<file path="config.mk">
export PLATFORM = sky130hd
export DESIGN_NAME = cde_ell
export DESIGN_NICKNAME = d
export VERILOG_FILES = /design/src/rtl/core/cde_pkg.sv /design/src/rtl/core/cde_ell.sv
export SDC_FILE = /design/constraint.sdc
export NUM_CORES = 2
export LEC_CHECK = 0
export ABC_AREA = 1
export BUFFER_PORTS_ARGS = -buffer_cell sky130_fd_sc_hd__buf_2
export CELL_PAD_IN_SITES_DETAIL_PLACEMENT = 1
export CELL_PAD_IN_SITES_GLOBAL_PLACEMENT = 1
export CORE_MARGIN = 4
export CORE_UTILIZATION = 39
export CTS_CLUSTER_SIZE = 14
export DETAILED_ROUTE_END_ITERATION = 10
export HOLD_SLACK_MARGIN = 0.06
export PLACE_DENSITY = 0.75
export SKIP_LAST_GASP = 1
export SLEW_MARGIN = 20
export SYNTH_ARGS = -nofsm -noshare
export SYNTH_HDL_FRONTEND = slang
export SYNTH_SLANG_ARGS = --single-unit
export TNS_END_PERCENT = 1
</file>
<file path="constraint.sdc">
create_clock -name clk -period 6.9 [get_ports clk]
set_input_delay 2.07 -clock clk [delete_from_list [all_inputs] [get_ports clk]]
set_output_delay 2.07 -clock clk [all_outputs]
set_load 0.01 [all_outputs]
</file>
<file path="src/rtl/core/cde_pkg.sv">
// Shared constants, codes and types of the canvas draw engine.
// No dependencies; the engine core and the ellipse unit import this package.
package cde_pkg;

  localparam int ROWS   = 32;
  localparam int COLS   = 64;
  localparam int ROW_W  = $clog2(ROWS);
  localparam int COL_W  = $clog2(COLS);
  localparam int CELLS  = ROWS * COLS;
  localparam int CELL_W = $clog2(CELLS);

  // largest square side and longest line that can fit on the canvas
  localparam int SQ_MAX     = (ROWS < COLS) ? ROWS : COLS;
  localparam int LN_MAX     = (ROWS > COLS) ? ROWS : COLS;
  localparam int SNAP_DEPTH = (SQ_MAX * SQ_MAX > LN_MAX) ? SQ_MAX * SQ_MAX : LN_MAX;
  localparam int SNAP_W     = $clog2(SNAP_DEPTH);

  localparam logic [2:0] WHITE = 3'd4;

  // ellipse multiplier: operands and product
  localparam int MUL_W = 25;
  localparam int PRD_W = 2 * MUL_W;

  localparam logic [2:0] CMD_ELLIPSE = 3'd0;
  localparam logic [2:0] CMD_LINE    = 3'd1;
  localparam logic [2:0] CMD_SQUARE  = 3'd2;
  localparam logic [2:0] CMD_SHADE   = 3'd3;
  localparam logic [2:0] CMD_COPY    = 3'd4;
  localparam logic [2:0] CMD_READ    = 3'd5;

  localparam logic [8:0] DEG_0   = 9'd0;
  localparam logic [8:0] DEG_45  = 9'd45;
  localparam logic [8:0] DEG_90  = 9'd90;
  localparam logic [8:0] DEG_135 = 9'd135;
  localparam logic [8:0] DEG_180 = 9'd180;
  localparam logic [8:0] DEG_225 = 9'd225;
  localparam logic [8:0] DEG_270 = 9'd270;
  localparam logic [8:0] DEG_315 = 9'd315;
  localparam logic [9:0] DEG_360 = 10'd360;
  localparam logic [9:0] DEG_720 = 10'd720;

  typedef logic signed [10:0] crd_t;
  typedef logic signed [1:0]  stp_t;

  typedef enum logic [3:0] {
    DIR_0, DIR_45, DIR_90, DIR_135, DIR_180, DIR_225, DIR_270, DIR_315, DIR_NONE
  } dir_t;

  typedef enum logic [3:0] {
    ST_CLEAR, ST_IDLE, ST_SETUP, ST_DRAW, ST_CP_RD, ST_CP_SW, ST_PS_RD, ST_PS_WR,
    ST_PIX, ST_EL_GO, ST_EL_WAIT, ST_EL_WR, ST_RESP
  } state_t;

  typedef enum logic [2:0] {
    PR_CTR, PR_UP, PR_RIGHT, PR_DOWN, PR_LEFT
  } probe_t;

  typedef struct packed {
    crd_t r0;
    crd_t c0;
    stp_t dr;
    stp_t dc;
    logic ok;
  } geo_t;

  typedef struct packed {
    logic start;
    crd_t pt_r;
    crd_t pt_c;
  } ell_req_t;

  typedef struct packed {
    logic done;
    logic hit;
  } ell_rsp_t;

endpackage

</file>
<file path="src/rtl/core/cde_ell.sv">
// Ellipse membership unit: one shared multiplier, stepped from EL_SQ_A1 through EL_CMP.
// Depends on cde_pkg.
module cde_ell (
  input  logic              clk,
  input  logic              rst_n,
  input  cde_pkg::ell_req_t req,
  input  logic signed [7:0] f1_r,
  input  logic signed [7:0] f1_c,
  input  logic signed [7:0] f2_r,
  input  logic signed [7:0] f2_c,
  input  logic [11:0]       fl,
  output cde_pkg::ell_rsp_t rsp
);
  import cde_pkg::*;

  typedef enum logic [2:0] {
    EL_SQ_A1, EL_SQ_B1, EL_SQ_A2, EL_SQ_B2, EL_SQ_FL, EL_AB, EL_DD, EL_CMP
  } step_t;

  function automatic logic [8:0] mag(input crd_t v);
    crd_t n;
    n = -v;
    return v[10] ? n[8:0] : v[8:0];
  endfunction

  logic               busy_r;
  step_t              st_r;
  logic [8:0]         a1_r, b1_r, a2_r, b2_r;
  logic [11:0]        fl_r;
  logic [PRD_W-1:0]   p_r, ab_r;
  logic [18:0]        s1_r, s2_r;
  logic [MUL_W-1:0]   d_r;
  logic               over_r;

  logic [MUL_W-1:0]   op_x, op_y, big_a, big_b;
  logic [PRD_W-1:0]   prod;
  logic [MUL_W:0]     sum_ab, c2_x;

  assign big_a  = {s1_r, 6'b0};
  assign big_b  = {s2_r, 6'b0};
  assign sum_ab = {1'b0, big_a} + {1'b0, big_b};
  assign c2_x   = (MUL_W + 1)'(p_r[23:0]);

  always_comb begin
    unique case (st_r)
      EL_SQ_A1: begin op_x = MUL_W'(a1_r); op_y = MUL_W'(a1_r); end
      EL_SQ_B1: begin op_x = MUL_W'(b1_r); op_y = MUL_W'(b1_r); end
      EL_SQ_A2: begin op_x = MUL_W'(a2_r); op_y = MUL_W'(a2_r); end
      EL_SQ_B2: begin op_x = MUL_W'(b2_r); op_y = MUL_W'(b2_r); end
      EL_SQ_FL: begin op_x = MUL_W'(fl_r); op_y = MUL_W'(fl_r); end
      EL_AB:    begin op_x = big_a;        op_y = big_b;        end
      EL_DD:    begin op_x = d_r;          op_y = d_r;          end
      default:  begin op_x = '0;           op_y = '0;           end
    endcase
  end

  assign prod = op_x * op_y;

  always_ff @(posedge clk) begin
    if (!rst_n) begin
      busy_r <= 1'b0;
      st_r   <= EL_SQ_A1;
    end else if (req.start) begin
      busy_r <= 1'b1;
      st_r   <= EL_SQ_A1;
    end else if (busy_r) begin
      st_r <= step_t'(st_r + 3'd1);
      if (st_r == EL_CMP) busy_r <= 1'b0;
    end
  end

  always_ff @(posedge clk) begin
    if (req.start) begin
      a1_r <= mag(req.pt_r - crd_t'(f1_r));
      b1_r <= mag(req.pt_c - crd_t'(f1_c));
      a2_r <= mag(req.pt_r - crd_t'(f2_r));
      b2_r <= mag(req.pt_c - crd_t'(f2_c));
      fl_r <= fl;
    end else if (busy_r) begin
      p_r <= prod;
      unique case (st_r)
        EL_SQ_B1: s1_r <= p_r[18:0];
        EL_SQ_A2: s1_r <= s1_r + p_r[18:0];
        EL_SQ_B2: s2_r <= p_r[18:0];
        EL_SQ_FL: s2_r <= s2_r + p_r[18:0];
        EL_AB: begin
          over_r <= sum_ab > c2_x;
          d_r    <= MUL_W'(c2_x - sum_ab);
        end
        EL_DD:   ab_r <= p_r;
        default: ;
      endcase
    end
  end

  assign rsp.done = busy_r && (st_r == EL_CMP);
  assign rsp.hit  = !over_r && ({ab_r, 2'b00} <= {2'b00, p_r});

endmodule
</file>
==> results.txt <==
----------------------------------------------------
[Detailed routing]
  First-pass iteration count of the detailed router ... 5
  Routed len/inst ... approximately 22 um
  Antenna viol nets, final ... 0
  Number of vias per cell after detailed routing ... around 5.3
  Post-detailed-route DRC marker count ... 0
  Total wire length after detailed routing ... 142 mm
  DRC violation total after the first TritonRoute iteration ... approximately 2600
  Routed via count ... approximately 34000

[Pwr]
  Static leakage power ... 22.9 nW
  Worst supply voltage drop on vdd ... 0.000572 V
  Fraction of power consumed by combinational cells ... 0.725
  Power density cells ... slightly below 300 mW/mm^2
  Clock share of power ... 0.116
  Switching share of total power ... 0.506
  Cell-internal power ... between 6 and 7 mW
  Sequential share of power ... 0.159
  Net load switching power ... 6.54 mW
  Final total power ... about 13 mW

[Die]
  Overall die area ... about 0.099 sq mm
  I/O pin count ... 71
  Placeable Area ... between 0.09 and 0.1 sq mm
  Starting density of the core ... 0.394
  Chip height ... 315 um
  Std cell rows ... between 100 and 150
  Die width ... 315 um

[Worst hold path]
  Type of the most critical hold path ... reg -> reg

[Finish]
  Fraction of the core area covered by cells at the end of the flow ... 0.475
  Layout cells sized above 1 ... 0.164
  Count of filler cells inserted in the layout ... roughly 11000
  Area added between synthesis and finish ... 20.6%
  Final cell count without fillers ... approximately 6400
  Most frequent standard cell in the layout excluding fill and tap cells ... sky130_fd_sc_hd__nand2_1
  Diode count ... 0
  Final cell area excluding filler cells ... between 0.04 and 0.05 sq mm
  Count of nets after finishing ... 6055
  Most used cells in the layout excluding fill and tap cells ... sky130_fd_sc_hd__nand2_1, sky130_fd_sc_hd__inv_1, sky130_fd_sc_hd__fa_1

[Critical path]
  Maximum net fanout on the critical path ... 7
  Element type at the critical path end ... register
  Startpoint class of the critical path ... register
  Cell type of the slowest stage on the worst timing path ... sky130_fd_sc_hd__fa_2
  Data required time of the critical path ... approximately 7.3 ns
  Largest stage delay on the critical path ... between 0.6 and 0.7 ns
  Buffering stage count on the worst path with inverters included ... 15
  Critical path class ... reg -> reg
  Arrival time of data at the critical path endpoint ... 7.87 ns
  Most prevalent standard cell on the critical path ... sky130_fd_sc_hd__fa_1
  CP top delay family ... adder cells

[Logic synthesis]
  Yosys top cell area share ... 0.287
  Register area share after synthesis ... 0.173
  Flops & latches, synth ... about 210
  Synth area leader ... sky130_fd_sc_hd__fa_1
  Fraction of registers with async set or reset after synthesis ... 0
  Net count of the mapped netlist ... 5597
  Number of cells produced by synthesis ... around 4600
  Cell types with the largest area share after synthesis ... sky130_fd_sc_hd__fa_1, sky130_fd_sc_hd__edfxtp_1, sky130_fd_sc_hd__ha_1
  Mean instance size in the synthesized netlist ... 7.95 sq um
  Mapped Area ... roughly 0.037 sq mm
  Commonest register cell after synthesis ... sky130_fd_sc_hd__edfxtp_1
  Count of flip-flops with a built-in enable after synthesis ... between 200 and 250
  Yosys warning count ... 0
  Number of distinct library cells after synthesis ... 50

[Outcome]
  Status ... complete, but fails checks
  Violations in the final reports ... setup timing

[Timing]
  Final max-slew violation count ... 0
  Period Utilization, post-route ... 1.09
  Max transition margin ... 0.351
  Final Hold Violating Endpoints ... 0
  Final setup violation count ... 38
  Worst hold slack across all endpoints ... roughly 0.45 ns
  Setup repair after global routing missed its margin ... true
  Final Worst Setup Slack ... -0.607 ns
  Transition time at the pin with the least slew margin ... 0.971 ns
  Clk_skew ... ~0.029 ns
  Shortest clock period the worst path allows after layout ... 7.51 ns
  Timing-limited maximum frequency ... 0.133 GHz

[Clock tree]
  Register clock-pin slew on the reported worst setup and hold paths ... approximately 0.070 ns
  Clk sinks ... approximately 210
  Root Driver ... sky130_fd_sc_hd__clkbuf_16
  Number of buffers created by CTS ... 26
  H-tree levels ... 1
  CTS tree ... built
  Cts-stage hold buffer count ... 0
  Clock Latency Late Sink ... about 0.60 ns
  Max Buffers Root-to-Sink ... 3

[Placement]
  Last weighted congestion value of the routability-driven placer ... 1.02
  HPWL Detailed ... around 120 mm
  Port buffer count ... 70
  Number of placed cells counting well taps ... 6290
  Instance area after placement ... roughly 0.042 sq mm

[Run]
  Max-cap check violation count ... 0

[Global route]
  Aggregate global-route resource usage ... 0.291
  Total congestion overflow after global routing ... 0
  Largest net degree at the start of global routing ... 52
  First-pass GRT wire length ... 221 mm
  Number of antenna violations at the first check in global routing ... 3
  Number of global-route vias before repair ... between 30000 and 40000

----------------------------------------------------
[cell usage after synthesis, types with 3 or more instances]
cell,count
sky130_fd_sc_hd__ha_1,366
sky130_fd_sc_hd__a22o_1,7
sky130_fd_sc_hd__fa_1,528
sky130_fd_sc_hd__xnor2_1,37
sky130_fd_sc_hd__a21oi_1,205
sky130_fd_sc_hd__edfxtp_1,209
sky130_fd_sc_hd__o21a_1,18
sky130_fd_sc_hd__nand2_1,1091
sky130_fd_sc_hd__xor2_1,77
sky130_fd_sc_hd__dfxtp_1,4
sky130_fd_sc_hd__nand3b_1,12
sky130_fd_sc_hd__or2_2,9
sky130_fd_sc_hd__o22ai_1,14
sky130_fd_sc_hd__inv_2,12
sky130_fd_sc_hd__o21bai_1,20
sky130_fd_sc_hd__nand3_1,178
sky130_fd_sc_hd__o31ai_1,4
sky130_fd_sc_hd__nor2_1,330
sky130_fd_sc_hd__nor4_1,4
sky130_fd_sc_hd__nand4_1,57
sky130_fd_sc_hd__clkbuf_1,47
sky130_fd_sc_hd__a21boi_0,8
sky130_fd_sc_hd__nand2b_1,4
sky130_fd_sc_hd__a31oi_1,8
sky130_fd_sc_hd__a21oi_2,3
sky130_fd_sc_hd__a21o_1,24
sky130_fd_sc_hd__buf_2,64
sky130_fd_sc_hd__o21ai_0,127
sky130_fd_sc_hd__inv_1,1094
sky130_fd_sc_hd__o21ai_1,9
sky130_fd_sc_hd__nor3_1,33
sky130_fd_sc_hd__a211oi_1,7
[final cells by class]
type	count	area [sq um]	area share
clock buffers	31	689	0.0155
clock inverters	17	216	0.00487
inverters	1106	4170	0.0940
multi-input cells	3200	26900	0.605
flip-flops and latches	213	6360	0.143
well taps	1254	1570	0.0353
repair buffers	545	4510	0.101
[registers in the layout, summed over array words and instances (netlist names)]
register  count
a1_r          9
a2_r          9
ab_r         49
b1_r          9
b2_r          9
busy_r        1
d_r          24
fl_r         12
over_r        1
p_r          49
s1_r         19
s2_r         19
st_r          3
[worst paths after layout]
kind / startpoint / end / slack (ns) / cells after the start
worst min-delay path: p_r[25] / ab_r[25] / 0.45 / 0
worst min register to register: p_r[25] / ab_r[25] / 0.45 / 0
worst max-delay path: st_r[0] / p_r[37] / -0.61 / 36
worst max register to register: st_r[0] / p_r[37] / -0.61 / 36
[timing repair]
item	CTS	global route
pin swaps	84	11
cloned	2	0
buffers inserted	24	2
gates resized for setup	264	14
endpoints found under the setup margin	39	39
[cells by family after synthesis]
group           share of synthesized area
simple gates                        0.191
buf+inv                             0.127
fa+ha+maj                           0.411
compound gates                     0.0715
flops                               0.173
xor+xnor                           0.0271
[power by group through the flow]
| stage | Combinational, mW | Sequential (mW) | Clock, mW |
|---|---|---|---|
| 6_report | 9.36 | 2.06 | 1.50 |
| 5_1_grt | 10.2 | 2.05 | 1.57 |
| 4_1_cts | 9.17 | 2.04 | 1.51 |
| 3_5_place_dp | 8.73 | 2.07 | 0 |
| 3_3_place_gp | 8.38 | 2.06 | 0 |
| 2_1_floorplan | 4.66 | 1.90 | 0 |
[worst reg2reg max path, delay by kind of cell, from the launching register on]
family	cells	cell delay [ns]
buf+inv	15	1.49
flops	1	0.37
fa+ha+maj	9	4.15
simple gates	12	1.27
[per-stage QoR]
step	worst slack (ns)	setup TNS (ns)
2_1_floorplan	-0.118	-0.921
3_3_place_gp	-0.829	-24.03
3_5_place_dp	-1.05	-33.13
4_1_cts	-0.437	-14.08
5_1_grt	-0.854	-28.95
6_report	-0.607	-19.31
[metal layers]
layer,wire length [um],up-vias,part of all wire,global-route usage
li1,-,15111,-,-
met1,58900,17072,0.41,0.383
met2,65600,1142,0.46,0.478
met3,10600,340,0.075,0.0502
met4,7070,4,0.050,0.114
met5,22,-,0.00015,0
No activity file was read; power rests on OpenSTA's default activity.
